## config.mk

```make
export PLATFORM = sky130hd
export DESIGN_NAME = ffa_ctrl
export DESIGN_NICKNAME = d
export VERILOG_FILES = /design/src/rtl/core/ffa_pkg.sv /design/src/rtl/core/ffa_ctrl.sv
export SDC_FILE = /design/constraint.sdc
export NUM_CORES = 1
export LEC_CHECK = 0
export BUFFER_PORTS_ARGS = -buffer_cell sky130_fd_sc_hd__clkbuf_2
export CAP_MARGIN = 20
export CORE_MARGIN = 1.5
export CORE_UTILIZATION = 47
export CTS_CLUSTER_SIZE = 30
export DETAILED_ROUTE_END_ITERATION = 8
export GPL_ROUTABILITY_DRIVEN = 0
export PLACE_DENSITY = 0.84
export SYNTH_ARGS = -nofsm -noshare
export SYNTH_HDL_FRONTEND = slang
export SYNTH_SLANG_ARGS = --single-unit
export TNS_END_PERCENT = 20
```

## constraint.sdc

```tcl
create_clock -name i_clk -period 1.34 [get_ports i_clk]
set_input_delay 0.268 -clock i_clk [delete_from_list [all_inputs] [get_ports i_clk]]
set_output_delay 0.268 -clock i_clk [all_outputs]
set_load 0.02 [all_outputs]
```

## src/rtl/core/ffa_pkg.sv

```systemverilog
// Shared constants, op codes and types of the first-fit extent allocator.
package ffa_pkg;

    localparam int MAX_EXTENTS = 64;
    localparam int IDX_W       = $clog2(MAX_EXTENTS);
    localparam int CNT_W       = IDX_W + 1;
    localparam int PAGE_SHIFT  = 12;
    localparam int PAGE_BYTES  = 1 << PAGE_SHIFT;
    localparam int HDR_BYTES   = 8;
    localparam int MIN_SPLIT   = 16;
    localparam int BUDGET_W    = 21;
    localparam logic [BUDGET_W-1:0] BUDGET_RST = 21'h100000;

    localparam logic CMD_ALLOC = 1'b0;
    localparam logic CMD_FREE  = 1'b1;

    localparam logic [1:0] ST_OK      = 2'd0;
    localparam logic [1:0] ST_NO_PAGE = 2'd1;
    localparam logic [1:0] ST_FULL    = 2'd2;

    localparam int OP_W = 5;
    localparam logic [OP_W-1:0] OP_NONE        = 5'd0;
    localparam logic [OP_W-1:0] OP_LATCH       = 5'd1;
    localparam logic [OP_W-1:0] OP_LARGE       = 5'd2;
    localparam logic [OP_W-1:0] OP_FS_INIT     = 5'd3;
    localparam logic [OP_W-1:0] OP_FS_RD       = 5'd4;
    localparam logic [OP_W-1:0] OP_FS_NEXT     = 5'd5;
    localparam logic [OP_W-1:0] OP_FOUND       = 5'd6;
    localparam logic [OP_W-1:0] OP_DR_RD       = 5'd7;
    localparam logic [OP_W-1:0] OP_DR_WR       = 5'd8;
    localparam logic [OP_W-1:0] OP_DR_END      = 5'd9;
    localparam logic [OP_W-1:0] OP_SPLIT_PUT   = 5'd10;
    localparam logic [OP_W-1:0] OP_GRANT_WHOLE = 5'd11;
    localparam logic [OP_W-1:0] OP_NOPAGE      = 5'd12;
    localparam logic [OP_W-1:0] OP_PAGE_PUT    = 5'd13;
    localparam logic [OP_W-1:0] OP_PAGE_WHOLE  = 5'd14;
    localparam logic [OP_W-1:0] OP_FREE_PUT    = 5'd15;
    localparam logic [OP_W-1:0] OP_PS_RD       = 5'd16;
    localparam logic [OP_W-1:0] OP_PS_PREV     = 5'd17;
    localparam logic [OP_W-1:0] OP_MERGE_BOTH  = 5'd18;
    localparam logic [OP_W-1:0] OP_MERGE_PREV  = 5'd19;
    localparam logic [OP_W-1:0] OP_MERGE_NEXT  = 5'd20;
    localparam logic [OP_W-1:0] OP_SU_INIT     = 5'd21;
    localparam logic [OP_W-1:0] OP_SU_RD       = 5'd22;
    localparam logic [OP_W-1:0] OP_SU_WR       = 5'd23;
    localparam logic [OP_W-1:0] OP_SU_END      = 5'd24;
    localparam logic [OP_W-1:0] OP_FULL_STATUS = 5'd25;
    localparam logic [OP_W-1:0] OP_PAGE_COMMIT = 5'd26;

    typedef struct packed {
        logic [31:0] start_addr;
        logic [31:0] len;
    } t_extent;

    typedef struct packed {
        logic [OP_W-1:0] op;
    } t_dp_cmd;

    typedef struct packed {
        logic is_alloc;
        logic is_small;
        logic free_small_nz;
        logic idx_eq_cnt;
        logic k_eq_idx;
        logic fit;
        logic start_le;
        logic drop_last;
        logic split_ok;
        logic page_ok;
        logic page_split;
        logic pa;
        logic na;
        logic full;
    } t_dp_stat;

endpackage

```

## src/rtl/core/ffa_ctrl.sv

```systemverilog
// Sequencing state machine of the first-fit extent allocator.
module ffa_ctrl (
    input  logic             i_clk,
    input  logic             i_rst_n,
    input  logic             i_start,
    input  ffa_pkg::t_dp_stat i_stat,
    output ffa_pkg::t_dp_cmd  o_cmd,
    output logic             o_busy,
    output logic             o_valid
);
    import ffa_pkg::*;

    localparam logic [4:0] S_IDLE       = 5'd0;
    localparam logic [4:0] S_DECODE     = 5'd1;
    localparam logic [4:0] S_FS_RD      = 5'd2;
    localparam logic [4:0] S_FS_CK      = 5'd3;
    localparam logic [4:0] S_DR_RD      = 5'd4;
    localparam logic [4:0] S_DR_WR      = 5'd5;
    localparam logic [4:0] S_FOUND_POST = 5'd6;
    localparam logic [4:0] S_NOFIT      = 5'd7;
    localparam logic [4:0] S_PS_RD      = 5'd8;
    localparam logic [4:0] S_PS_CK      = 5'd9;
    localparam logic [4:0] S_PUT_EVAL   = 5'd10;
    localparam logic [4:0] S_SU_RD      = 5'd11;
    localparam logic [4:0] S_SU_WR      = 5'd12;
    localparam logic [4:0] S_PUT_OK     = 5'd13;
    localparam logic [4:0] S_PUT_FAIL   = 5'd14;
    localparam logic [4:0] S_DONE       = 5'd15;

    localparam logic [1:0] ORG_FREE  = 2'd0;
    localparam logic [1:0] ORG_SPLIT = 2'd1;
    localparam logic [1:0] ORG_PAGE  = 2'd2;

    logic [4:0] r_state, n_state;
    logic [1:0] r_origin, n_origin;
    logic       r_after, n_after;   // 1: drop belongs to a merge, 0: to a fit

    always_ff @(posedge i_clk) begin
        if (!i_rst_n) begin
            r_state  <= S_IDLE;
            r_origin <= ORG_FREE;
            r_after  <= 1'b0;
        end else begin
            r_state  <= n_state;
            r_origin <= n_origin;
            r_after  <= n_after;
        end
    end

    always_comb begin
        n_state  = r_state;
        n_origin = r_origin;
        n_after  = r_after;
        o_cmd.op = OP_NONE;
        case (r_state)
            S_IDLE: begin
                if (i_start) begin
                    o_cmd.op = OP_LATCH;
                    n_state  = S_DECODE;
                end
            end
            S_DECODE: begin
                if (i_stat.is_alloc) begin
                    if (i_stat.is_small) begin
                        o_cmd.op = OP_FS_INIT;
                        n_state  = S_FS_RD;
                    end else begin
                        o_cmd.op = OP_LARGE;
                        n_state  = S_DONE;
                    end
                end else if (i_stat.free_small_nz) begin
                    o_cmd.op = OP_FREE_PUT;
                    n_origin = ORG_FREE;
                    n_state  = S_PS_RD;
                end else begin
                    n_state = S_DONE;
                end
            end
            S_FS_RD: begin
                if (i_stat.idx_eq_cnt) begin
                    n_state = S_NOFIT;
                end else begin
                    o_cmd.op = OP_FS_RD;
                    n_state  = S_FS_CK;
                end
            end
            S_FS_CK: begin
                if (i_stat.fit) begin
                    o_cmd.op = OP_FOUND;
                    n_after  = 1'b0;
                    n_state  = S_DR_RD;
                end else begin
                    o_cmd.op = OP_FS_NEXT;
                    n_state  = S_FS_RD;
                end
            end
            S_DR_RD: begin
                if (i_stat.drop_last) begin
                    o_cmd.op = OP_DR_END;
                    n_state  = r_after ? S_PUT_OK : S_FOUND_POST;
                end else begin
                    o_cmd.op = OP_DR_RD;
                    n_state  = S_DR_WR;
                end
            end
            S_DR_WR: begin
                o_cmd.op = OP_DR_WR;
                n_state  = S_DR_RD;
            end
            S_FOUND_POST: begin
                if (i_stat.split_ok) begin
                    o_cmd.op = OP_SPLIT_PUT;
                    n_origin = ORG_SPLIT;
                    n_state  = S_PS_RD;
                end else begin
                    o_cmd.op = OP_GRANT_WHOLE;
                    n_state  = S_DONE;
                end
            end
            S_NOFIT: begin
                if (!i_stat.page_ok) begin
                    o_cmd.op = OP_NOPAGE;
                    n_state  = S_DONE;
                end else if (i_stat.page_split) begin
                    o_cmd.op = OP_PAGE_PUT;
                    n_origin = ORG_PAGE;
                    n_state  = S_PS_RD;
                end else begin
                    o_cmd.op = OP_PAGE_WHOLE;
                    n_state  = S_DONE;
                end
            end
            S_PS_RD: begin
                if (i_stat.idx_eq_cnt) begin
                    n_state = S_PUT_EVAL;
                end else begin
                    o_cmd.op = OP_PS_RD;
                    n_state  = S_PS_CK;
                end
            end
            S_PS_CK: begin
                if (i_stat.start_le) begin
                    o_cmd.op = OP_PS_PREV;
                    n_state  = S_PS_RD;
                end else begin
                    n_state = S_PUT_EVAL;
                end
            end
            S_PUT_EVAL: begin
                if (i_stat.pa && i_stat.na) begin
                    o_cmd.op = OP_MERGE_BOTH;
                    n_after  = 1'b1;
                    n_state  = S_DR_RD;
                end else if (i_stat.pa) begin
                    o_cmd.op = OP_MERGE_PREV;
                    n_state  = S_PUT_OK;
                end else if (i_stat.na) begin
                    o_cmd.op = OP_MERGE_NEXT;
                    n_state  = S_PUT_OK;
                end else if (i_stat.full) begin
                    n_state = S_PUT_FAIL;
                end else begin
                    o_cmd.op = OP_SU_INIT;
                    n_state  = S_SU_RD;
                end
            end
            S_SU_RD: begin
                if (i_stat.k_eq_idx) begin
                    o_cmd.op = OP_SU_END;
                    n_state  = S_PUT_OK;
                end else begin
                    o_cmd.op = OP_SU_RD;
                    n_state  = S_SU_WR;
                end
            end
            S_SU_WR: begin
                o_cmd.op = OP_SU_WR;
                n_state  = S_SU_RD;
            end
            S_PUT_OK: begin
                if (r_origin == ORG_PAGE) begin
                    o_cmd.op = OP_PAGE_COMMIT;
                end
                n_state = S_DONE;
            end
            S_PUT_FAIL: begin
                o_cmd.op = OP_FULL_STATUS;
                n_state  = S_DONE;
            end
            S_DONE: begin
                n_state = S_IDLE;
            end
            default: begin
                n_state = S_IDLE;
            end
        endcase
    end

    assign o_busy  = (r_state != S_IDLE);
    assign o_valid = (r_state == S_DONE);

endmodule

```

==> impl_summary.log, run 1 <==
INFO  metric netlist_instances = 142
INFO  metric outcome = aborted with a tool error
INFO  metric dp_hpwl = 3.03 mm
INFO  metric cts_hold_buffers = 0
INFO  metric die_h = 46.7 um
INFO  metric numPortBuffers = 23
INFO  metric max-clock-path-buffers = 2
INFO  metric cts_buffers = 3
INFO  metric netlist.top_cell.by_area = dfxtp_1
INFO  metric synth_largest_type_area_fraction = 15.6%
INFO  metric ys_warn_count = 0
INFO  metric dieWidth = 46.7 um
INFO  metric syn_nets = 159
INFO  metric clock_tree.root_cell = clkbuf_4
INFO  metric post_synth_xor_area_fraction = 0%
INFO  metric worst-ep-kind = primary output
INFO  metric post_synthesis_average_cell_area = 6.31 um^2
INFO  metric synth-seq-area-share = 15.6%
INFO  metric grt_usage = 75.8%
INFO  metric clkSinkCount = 7
INFO  metric grt_max_degree = 12
INFO  metric grt_repair_worst_endpoint = o_cmd[1]
INFO  metric synthAdderAreaFrac = 0%
INFO  metric start_util = 50.8%
INFO  metric fp-row-count = 15
INFO  metric combinational_family_with_the_most_area_after_synthesis = compound AO/OA/AOI/OAI gates
INFO  metric synth.mux.area_fraction = 2.23%
INFO  metric share_of_synthesized_cell_area_in_and_or_nand_and_nor_gates = 32.4%
INFO  metric cts.htree.levels = 1
INFO  metric firstError = [ERROR GRT-0232] Routing congestion too high. Check the congestion heatmap in the GUI.
INFO  metric synth-compound-area-share = 40.1%
INFO  metric synth.ff_latch_count = 7
INFO  metric synth_area_leaders = dfxtp_1, nand2_1, a21oi_1
INFO  metric global_route.overflow_total = 38
INFO  metric synth_cell_type_count = 43
INFO  metric flow.stopped_at = global routing (5_1_grt)
INFO  metric ios = 24
INFO  metric syn-cell-area = 896 um^2
## cells in the mapped netlist, drive strengths merged
library cell / count
nand2: 21
nor2: 17
a21oi: 14
o21ai: 14
inv: 10
buf: 8
dfxtp: 7
a31oi: 6
nand2b: 6
nand3: 4
nor2b: 4
o22ai: 3
o32ai: 3
mux2i: 2
nor3: 2
a211o: 1
a211oi: 1
a21boi: 1
a311oi: 1
a31o: 1
a41oi: 1
and2: 1
nand4b: 1
nor3b: 1
o211ai: 1
o21bai: 1
o221a: 1
o221ai: 1
o311ai: 1
o31a: 1
o31ai: 1
o32a: 1
o41ai: 1
or3: 1
or3b: 1
or4: 1
## repair_timing
| item | in CTS |
|---|---|
| endpoints found under the setup margin | 14 |
| cloned | 0 |
| pin swaps | 7 |
| endpoints found under the hold margin | 0 |
| buffers inserted | 8 |
| gates resized for setup | 28 |
## stage by stage
stage                     setup slack (ns)  cell area [um^2]  instances  utilization, %
after CTS                           -0.474              1550        239            87.6
after floorplan                    -0.0707               943        142               -
after global placement              -0.296              1360        227            77.0
after detailed placement            -0.353              1360        227            77.0
## metal layers
layer / GRT usage, % / GRT overflow
met3: 52.9 / 0
met5: 0 / 0
met4: 95.0 / 21
met2: 95.8 / 17
met1: 70.6 / 0
## cells by family after synthesis
family / after synthesis
and+or+nand+nor: 60
AOI/OAI and AO/OA: 55
buffers and inverters: 18
DFF: 7
muxes: 2
==> inputs of run 2 (changes only) <==
CORE_AREA = 2 2 63 65   (was unset)
CORE_MARGIN = unset   (was 1.5)
CORE_UTILIZATION = unset   (was 47)
CTS_CLUSTER_SIZE = unset   (was 30)
DIE_AREA = 0 0 65 67   (was unset)
PLACE_DENSITY = unset   (was 0.84)
PLACE_DENSITY_LB_ADDON = 0.15   (was unset)
clock period = 1.7 ns   (was 1.34 ns; I/O delays follow)
==> impl_summary.log, run 2 <==
INFO  metric outcome = finished with violations
INFO  metric violations = negative setup slack
INFO  metric layout_commonest_cell = buf_4
INFO  metric ys_warn_count = 0
INFO  metric cts.htree.levels = 1
INFO  metric min_period = 1.92 ns
INFO  metric netlist_instances = 142
INFO  metric drv_slew = 0
INFO  metric antenna_cells_inserted = 0
INFO  metric cp_slowest_stage_delay = 0.36 ns
INFO  metric detailedRoute.firstPassIterationCount = 4
INFO  metric drtAntennaViolNets = 0
INFO  metric worst_setup_path_end_kind = output pin
INFO  metric yosys.cell_count.top_type = nand2_1
INFO  metric mostFrequentLayoutCells = buf_4, nand2_1, clkbuf_2
INFO  metric tritoncts = done
INFO  metric final-instance-count-excl-fill = 251
INFO  metric route.detailed.vias_per_inst = 5.26
INFO  metric floorplan.die_area = 4360 um^2
INFO  metric crit_slowest_cell = dfxtp_2
INFO  metric arrival = 1.58 ns
INFO  metric max-clock-path-buffers = 2
INFO  metric synth-seq-area-share = 15.6%
INFO  metric grt_max_degree = 12
INFO  metric drt-initial-drc-count = 65
INFO  metric sequential_standard_cell_area = 150 um^2
INFO  metric dieWidth = 65 um
INFO  metric largest_reg_flops = 4
INFO  metric finalClockSkew = 0.00365 ns
INFO  metric crit_top_cell = buf_4
INFO  metric worstSetupStartpointType = flip-flop
INFO  metric detail_route.drc_violations = 0
INFO  metric worst_ir_drop_vdd = 0.653 mV
INFO  metric global_route.overflow_total = 0
INFO  metric highest-signal-layer = met4
INFO  metric start_util = 24.8%
INFO  metric setup_total_negative_slack = -1.03 ns
INFO  metric synth_largest_type_area_fraction = 15.6%
INFO  metric grt_first_pass_wirelength = 6.20 mm
INFO  metric worst_ep_required_time = 1.36 ns
INFO  metric ios = 24
INFO  metric hold_path.class = in2reg
INFO  metric multi_input_area = 732 um^2
INFO  metric worst-r2r-cell-count = 7
INFO  metric launching_element_of_the_worst_setup_path = r_state[1]
INFO  metric clkSinkCount = 7
INFO  metric route.met3.wl = 325 um
INFO  metric detailroute.via_count = 1321
INFO  metric worstPathCellList = buf_4 > inv_2 > nand3_2 > buf_4 > o22ai_1 > a21oi_1 > nand2_1 > clkbuf_4
INFO  metric netlist.top_cell.by_area = dfxtp_1
INFO  metric synth_area_leaders = dfxtp_1, nand2_1, a21oi_1
INFO  metric worst_pin_slew = 0.435 ns
INFO  metric dp_hpwl = 2.93 mm
INFO  metric rr_endpoint = r_state[1]
INFO  metric post_synthesis_average_cell_area = 6.31 um^2
INFO  metric fp-row-count = 22
INFO  metric place.detailed.instances = 245
INFO  metric clock_latency = 0.23 ns
INFO  metric post_route_hold_slack = 0.416 ns
INFO  metric cp_max_fo = 9
INFO  metric postRouteWirelength = 3.76 mm
INFO  metric grt_setup_unrepaired = yes
INFO  metric die_h = 67 um
INFO  metric maxCapViolCount = 0
INFO  metric layout_worst_path_cycle_share = 113%
INFO  metric grt_usage = 18.8%
INFO  metric routed_wire_length_per_instance = 15.0 um
INFO  metric grt_pass1_vias = 1341
INFO  metric clk_pin_slew = 0.04 ns
INFO  metric yosys_most_used_dff = dfxtp_1
INFO  metric design_power_total = 2.20 mW
INFO  metric final.fill_count = 378
INFO  metric synth.top_cells.by_count = nand2_1, nor2_1, a21oi_1
INFO  metric max_slew_margin = 71.0%
INFO  metric cts_buffers = 3
INFO  metric grt_antenna_before_repair = 0
INFO  metric syn2layout_area_growth = 66.9%
INFO  metric synth_enable_flop_cells = 0
INFO  metric fin_nets = 221
INFO  metric syn_nets = 159
INFO  metric clock_tree.root_cell = clkbuf_8
INFO  metric timing.final.ws_setup = -0.220 ns
INFO  metric worst_r2r_startpoint = r_state[3]
INFO  metric power.density = 1470 nW/um^2
INFO  metric reg2reg_setup_slack = -0.05 ns
INFO  metric regMostFlops = r_state
INFO  metric count_of_final_setup_violators = 7
INFO  metric postSynth.asyncResetShare = 0%
INFO  metric layout_top_registers = r_state x4, r_origin x2, r_after x1
INFO  metric wl_met1 = 1.50 mm
INFO  metric synth.ff_latch_count = 7
INFO  metric crit_end = o_cmd[3]
INFO  metric hold-path-cell-count = 3
INFO  metric syn-cell-area = 896 um^2
INFO  metric timing.final.hold_violations = 0
INFO  metric maxClockFrequency = 521 MHz
INFO  metric met2_length = 1.76 mm
INFO  metric power_leakage = 0.653 nW
INFO  metric fp.coreArea = 3610 um^2
INFO  metric numPortBuffers = 23
INFO  metric drive_gt1_share = 43.8%
INFO  metric synth_cell_type_count = 43
INFO  metric critical_path_class = reg2out
-- run 2: layout make-up --
class | count | area share, %
sequential | 7 | 10.0
inverter | 10 | 2.51
tap | 48 | 4.02
clock buffer | 4 | 3.01
multi-input combinational | 117 | 49.0
timing repair buffer | 65 | 31.5
-- run 2: through the flow --
step / util (%) / area [um^2] / setup WS (ns)
global placement: 36.7 / 1320 / -0.121
global route: 41.5 / 1500 / -0.312
floorplan: - / 896 / 0.0503
finish: 41.5 / 1500 / -0.220
CTS: 41.2 / 1490 / -0.206
detailed placement: 36.7 / 1320 / -0.122
-- run 2: what timing repair did --
item,CTS,global route
setup endpoints to repair,9,9
gates resized for setup,31,4
hold buffers,0,0
buffers inserted,2,0
pin swaps,8,2
-- run 2: logic make-up after synthesis --
family	share of synthesized area, %
compound gates	40.1
buf+inv	9.64
flops	15.6
mux	2.23
simple gates	32.4
-- run 2: per-layer routing --
layer	track usage, %	vias to the layer above
li1	-	638
met1	22.7	595
met2	31.2	70
met3	3.04	18
met5	0	-
met4	11.4	0
-- run 2: report_power, final --
| group | total (mW) | switching (mW) | internal [mW] |
|---|---|---|---|
| clock network | 0.234 | 0.0716 | 0.162 |
| registers | 0.308 | 0.0892 | 0.219 |
| logic | 1.66 | 0.865 | 0.794 |
-- run 2: how the worst min path moves through the flow --
stage | startpoint | endpoint | slack, ns
2_1_floorplan | r_origin[1] | r_origin[1] | 0.42
3_3_place_gp | r_origin[1] | r_origin[1] | 0.43
3_5_place_dp | r_origin[1] | r_origin[1] | 0.45
4_1_cts | i_rst_n | r_origin[1] | 0.43
5_1_grt | i_rst_n | r_origin[1] | 0.44
6_report | i_rst_n | r_origin[1] | 0.42
-- run 2: critical path: cells and delay by family (launching register included) --
kind                   cells  cell delay (ns)
flip-flops                 1             0.36
buffers and inverters      4             0.55
AO/OA/AOI/OAI              2             0.29
AND/OR/NAND/NOR            2             0.17
Power figures use the tool's default switching activity.
==> inputs of run 3 (changes only) <==
PLACE_DENSITY_LB_ADDON = unset   (was 0.15)
==> impl_summary.log, run 3 (synthesis results as in run 2) <==
INFO  metric mostFrequentLayoutCells = buf_4, nand2_1, clkbuf_2
INFO  metric detailroute.via_count = 1304
INFO  metric clk_pin_slew = 0.04 ns
INFO  metric worst-r2r-cell-count = 7
INFO  metric worst_r2r_startpoint = r_state[3]
INFO  metric grt_pass1_vias = 1198
INFO  metric worstSetupStartpointType = flip-flop
INFO  metric clock_tree.root_cell = clkbuf_8
INFO  metric max_slew_margin = 69.3%
INFO  metric final-instance-count-excl-fill = 249
INFO  metric cp_max_fo = 8
INFO  metric grt_max_degree = 14
INFO  metric min_period = 1.88 ns
INFO  metric dieWidth = 65 um
INFO  metric hold-path-cell-count = 3
INFO  metric fin_nets = 219
INFO  metric detailedRoute.firstPassIterationCount = 4
INFO  metric postRouteWirelength = 3.48 mm
INFO  metric layout_commonest_cell = buf_4
INFO  metric tritoncts = done
INFO  metric route.detailed.vias_per_inst = 5.24
INFO  metric numPortBuffers = 23
INFO  metric placement.cell_area = 1290 um^2
INFO  metric critical_path_class = reg2out
INFO  metric grt_setup_unrepaired = yes
INFO  metric layout_worst_path_cycle_share = 111%
INFO  metric grt_antenna_before_repair = 0
INFO  metric worst_setup_path_end_kind = output pin
INFO  metric finalClockSkew = 0.00132 ns
INFO  metric dp_hpwl = 2.65 mm
INFO  metric ios = 24
INFO  metric start_util = 24.8%
INFO  metric die_h = 67 um
INFO  metric cp_num_cells = 6
INFO  metric antenna_cells_inserted = 0
INFO  metric regMostFlops = r_state
INFO  metric max-clock-path-buffers = 2
INFO  metric fp.coreArea = 3610 um^2
INFO  metric clkSinkCount = 7
INFO  metric crit_slowest_cell = dfxtp_4
INFO  metric grt_usage = 16.8%
INFO  metric arrival = 1.54 ns
INFO  metric place.detailed.instances = 239
INFO  metric maxCapViolCount = 0
INFO  metric reg2reg_setup_slack = 0.06 ns
INFO  metric cts_buffers = 3
INFO  metric place_worst_setup_slack = -0.160 ns
INFO  metric drive_gt1_share = 44.8%
INFO  metric count_of_final_setup_violators = 5
INFO  metric hold_path.class = in2reg
INFO  metric post_route_hold_slack = 0.401 ns
INFO  metric critical-path-top-delay-family = compound AO/OA/AOI/OAI gates
INFO  metric sequential_standard_cell_area = 153 um^2
INFO  metric violations = negative setup slack
INFO  metric layout_top_registers = r_state x4, r_origin x2, r_after x1
INFO  metric worst_pin_slew = 0.461 ns
INFO  metric worst_ir_drop_vdd = 0.582 mV
INFO  metric worst-path-buf-inv = 2
INFO  metric fp-row-count = 22
INFO  metric maxClockFrequency = 532 MHz
INFO  metric drt-initial-drc-count = 50
INFO  metric multi_input_area = 753 um^2
INFO  metric global_route.overflow_total = 0
INFO  metric launching_element_of_the_worst_setup_path = r_state[3]
INFO  metric cts.htree.levels = 1
INFO  metric drtAntennaViolNets = 0
INFO  metric outcome = finished with violations
INFO  metric post_route_design_area = 1520 um^2
INFO  metric clock_latency = 0.24 ns
INFO  metric syn2layout_area_growth = 69.3%
INFO  metric worstPathCellList = buf_12 > nor2b_4 > a31oi_1 > o21ai_1 > a211o_1 > clkbuf_8
INFO  metric timing.final.ws_setup = -0.180 ns
INFO  metric grt_first_pass_wirelength = 5.39 mm
INFO  metric drv_slew = 0
INFO  metric floorplan.die_area = 4360 um^2
INFO  metric final.fill_count = 375
INFO  metric crit_end = o_cmd[2]
INFO  metric power.density = 1540 nW/um^2
INFO  metric routed_wire_length_per_instance = 14.0 um
INFO  metric timing.final.hold_violations = 0
INFO  metric detail_route.drc_violations = 0
INFO  metric rr_endpoint = r_state[2]
INFO  metric power_leakage = 0.654 nW
INFO  metric largest_reg_flops = 4
INFO  metric cp_slowest_stage_delay = 0.38 ns
INFO  metric worst_ep_required_time = 1.36 ns
run 3: changes by cell type in the layout (fill, tap and decap cells not counted), sizes merged:
cell,change
buf,-1
clkbuf,-1
run 3: worst reg2reg max path: cells and delay by family, from the launching register on:
kind / cells / cell delay [ns]
buf+inv: 3 / 0.42
simple gates: 1 / 0.14
compound gates: 3 / 0.61
flops: 1 / 0.38
run 3: layout make-up:
type	count	area share, %
Clock buffer	4	2.97
Inverter	10	2.48
Tap cell	48	3.96
Sequential cell	7	10.1
Multi-Input combinational cell	117	49.7
Timing Repair Buffer	63	30.9
run 3: metrics by stage:
stage | utilization (%) | total power, mW | TNS, ns
2_1_floorplan | - | 1.10 | 0
5_1_grt | 42.1 | 2.48 | -1.07
6_report | 42.1 | 2.34 | -0.712
4_1_cts | 41.6 | 2.27 | -0.697
3_3_place_gp | 35.8 | 1.74 | -0.617
3_5_place_dp | 35.8 | 1.74 | -0.649
run 3: power by group:
group / switching (mW) / internal [mW]
registers: 0.110 / 0.221
logic: 0.868 / 0.891
clock network: 0.0887 / 0.164
run 3: per-layer routing:
layer | up-vias | share of wire [%] | GRT usage [%]
li1 | 644 | - | -
met1 | 598 | 40 | 17.5
met2 | 47 | 49 | 30.7
met3 | 15 | 5.9 | 3.72
met4 | 0 | 4.6 | 9.84
met5 | - | 0 | 0
run 3: worst min path at each step:
stage / startpoint / slack, ns / end
final: i_rst_n / 0.40 / r_origin[1]
after global routing: i_rst_n / 0.42 / r_origin[1]
after CTS: i_rst_n / 0.40 / r_origin[1]
after detailed placement: r_origin[1] / 0.46 / r_origin[1]
after global placement: r_origin[1] / 0.45 / r_origin[1]
after floorplan: r_origin[1] / 0.42 / r_origin[1]
run 3: repair_timing:
| item | 4_1_cts | 5_1_grt |
|---|---|---|
| hold buffers | 0 | 0 |
| pin swaps | 5 | 2 |
| setup buffers | 7 | 0 |
| resized for setup | 35 | 7 |
| setup endpoints to repair | 9 | 9 |
| hold endpoints to repair | 0 | 0 |
==> inputs of run 4 (changes only) <==
SETUP_SLACK_MARGIN = 0.5   (was unset)
TNS_END_PERCENT = unset   (was 20)
==> impl_summary.log, run 4 (synthesis results as in run 2) <==
INFO  metric power.density = 1520 nW/um^2
INFO  metric clk_pin_slew = 0.04 ns
INFO  metric grt_max_degree = 13
INFO  metric detailedRoute.firstPassIterationCount = 4
INFO  metric power_frac_seq = 12.0%
INFO  metric setup_total_negative_slack = -0.868 ns
INFO  metric syn2layout_area_growth = 84.9%
INFO  metric postRouteWirelength = 3.89 mm
INFO  metric min_period = 1.90 ns
INFO  metric clock_tree.root_cell = clkbuf_8
INFO  metric numPortBuffers = 23
INFO  metric worst_ir_drop_vdd = 0.707 mV
INFO  metric final-instance-count-excl-fill = 246
INFO  metric dieWidth = 65 um
INFO  metric antenna_cells_inserted = 0
INFO  metric mostFrequentLayoutCells = buf_4, nand2_1, clkbuf_2
INFO  metric final.fill_count = 355
INFO  metric fp-row-count = 22
INFO  metric post_route_hold_slack = 0.430 ns
INFO  metric hold_path.class = in2reg
INFO  metric finalClockSkew = 0.000828 ns
INFO  metric detailroute.via_count = 1332
INFO  metric outcome = finished with violations
INFO  metric arrival = 1.56 ns
INFO  metric start_util = 24.8%
INFO  metric grt_first_pass_wirelength = 5.83 mm
INFO  metric violations = negative setup slack
INFO  metric place.detailed.instances = 233
INFO  metric die_h = 67 um
INFO  metric maxClockFrequency = 527 MHz
INFO  metric clkSinkCount = 7
INFO  metric cp_max_fo = 5
INFO  metric drt-initial-drc-count = 64
INFO  metric layout_commonest_cell = buf_4
INFO  metric max_slew_margin = 68.3%
INFO  metric routed_wire_length_per_instance = 15.8 um
INFO  metric worst_setup_path_end_kind = output pin
INFO  metric detail_route.drc_violations = 0
INFO  metric place_worst_setup_slack = -0.0634 ns
INFO  metric drtAntennaViolNets = 0
INFO  metric clock_power_share = 9.5%
INFO  metric switching_share = 46.4%
INFO  metric count_of_final_setup_violators = 5
INFO  metric hold-path-cell-count = 3
INFO  metric clock_latency = 0.23 ns
INFO  metric maxCapViolCount = 0
INFO  metric tritoncts = done
INFO  metric grt_usage = 17.4%
INFO  metric largest_reg_flops = 4
INFO  metric net-switching-power = 1.17 mW
INFO  metric worst-r2r-cell-count = 9
INFO  metric power_leakage = 0.683 nW
INFO  metric worst_pin_slew = 0.470 ns
INFO  metric cts.htree.levels = 1
INFO  metric regMostFlops = r_state
INFO  metric grt_setup_unrepaired = yes
INFO  metric floorplan.die_area = 4360 um^2
INFO  metric ios = 24
INFO  metric internal_power = 1.35 mW
INFO  metric grt_pass1_vias = 1228
INFO  metric global_route.overflow_total = 0
INFO  metric fin_nets = 216
INFO  metric layout_worst_path_cycle_share = 112%
INFO  metric layout_top_registers = r_state x4, r_origin x2, r_after x1
INFO  metric dp_hpwl = 2.65 mm
INFO  metric drive_gt1_share = 49.0%
INFO  metric combinationalPowerShare = 78.6%
INFO  metric drv_slew = 0
INFO  metric critical_path_class = reg2out
INFO  metric postLayoutCoreUtil = 45.9%
INFO  metric worst_ep_required_time = 1.36 ns
INFO  metric fp.coreArea = 3610 um^2
INFO  metric worstSetupStartpointType = flip-flop
INFO  metric timing.final.ws_setup = -0.197 ns
INFO  metric max-clock-path-buffers = 2
INFO  metric grt_antenna_before_repair = 0
INFO  metric timing.final.hold_violations = 0
INFO  metric route.detailed.vias_per_inst = 5.41
INFO  metric cts_buffers = 3
run 4: cell count changes in the layout (fill, tap and decap cells not counted), sizes merged:
| cell | before | now |
|---|---|---|
| clkbuf | 25 | 26 |
| buf | 42 | 38 |
run 4: power by group through the flow:
stage | combinational (mW) | sequential (mW) | clock [mW]
final | 1.98 | 0.300 | 0.238
after global routing | 2.10 | 0.306 | 0.259
after CTS | 1.78 | 0.279 | 0.237
after detailed placement | 1.45 | 0.282 | 0
after global placement | 1.44 | 0.282 | 0
after floorplan | 0.935 | 0.254 | 0
run 4: layout make-up:
class | count | area [um^2] | area share [%]
flip-flops and latches | 7 | 153 | 9.21
repair buffers | 60 | 509 | 30.7
multi-input cells | 117 | 852 | 51.4
well taps | 48 | 60.1 | 3.63
clock buffers | 4 | 45.0 | 2.72
inverters | 10 | 37.5 | 2.27
run 4: stage by stage:
step | instance area (um^2) | power [mW]
CTS | 1540 | 2.30
global route | 1660 | 2.67
global placement | 1290 | 1.73
detailed placement | 1290 | 1.73
finish | 1660 | 2.51
floorplan | 950 | 1.19
run 4: path summary, 6_finish.rpt:
| check | startpoint | end | slack [ns] |
|---|---|---|---|
| setup / recovery | r_state[3] | o_cmd[1] | -0.20 |
| hold reg to reg | r_origin[1] | r_origin[1] | 0.47 |
| setup reg to reg | r_state[3] | r_state[1] | 0.02 |
| hold / removal | i_rst_n | r_origin[1] | 0.43 |
run 4: what timing repair did:
item	CTS	global route
pin swaps	12	8
hold buffers	0	0
setup endpoints to repair	14	14
gates resized for setup	35	22
cloned	0	1
hold endpoints to repair	0	0
buffers inserted	7	1
run 4: per-layer routing:
| layer | vias up | wire, um | GRT usage [%] |
|---|---|---|---|
| met4 | 0 | 150 | 3.46 |
| met3 | 12 | 290 | 3.21 |
| met2 | 72 | 1950 | 29.9 |
| met5 | - | 0 | 0 |
| met1 | 610 | 1500 | 22.7 |
| li1 | 638 | - | - |
run 4: critical path, cell delays in order, from the launching register on:
cell and delay [ns]:
dfxtp_4 0.37, buf_6 0.12, nand4b_1 0.20, o32ai_2 0.31, a311oi_2 0.09, o21ai_2 0.08, clkbuf_8 0.16
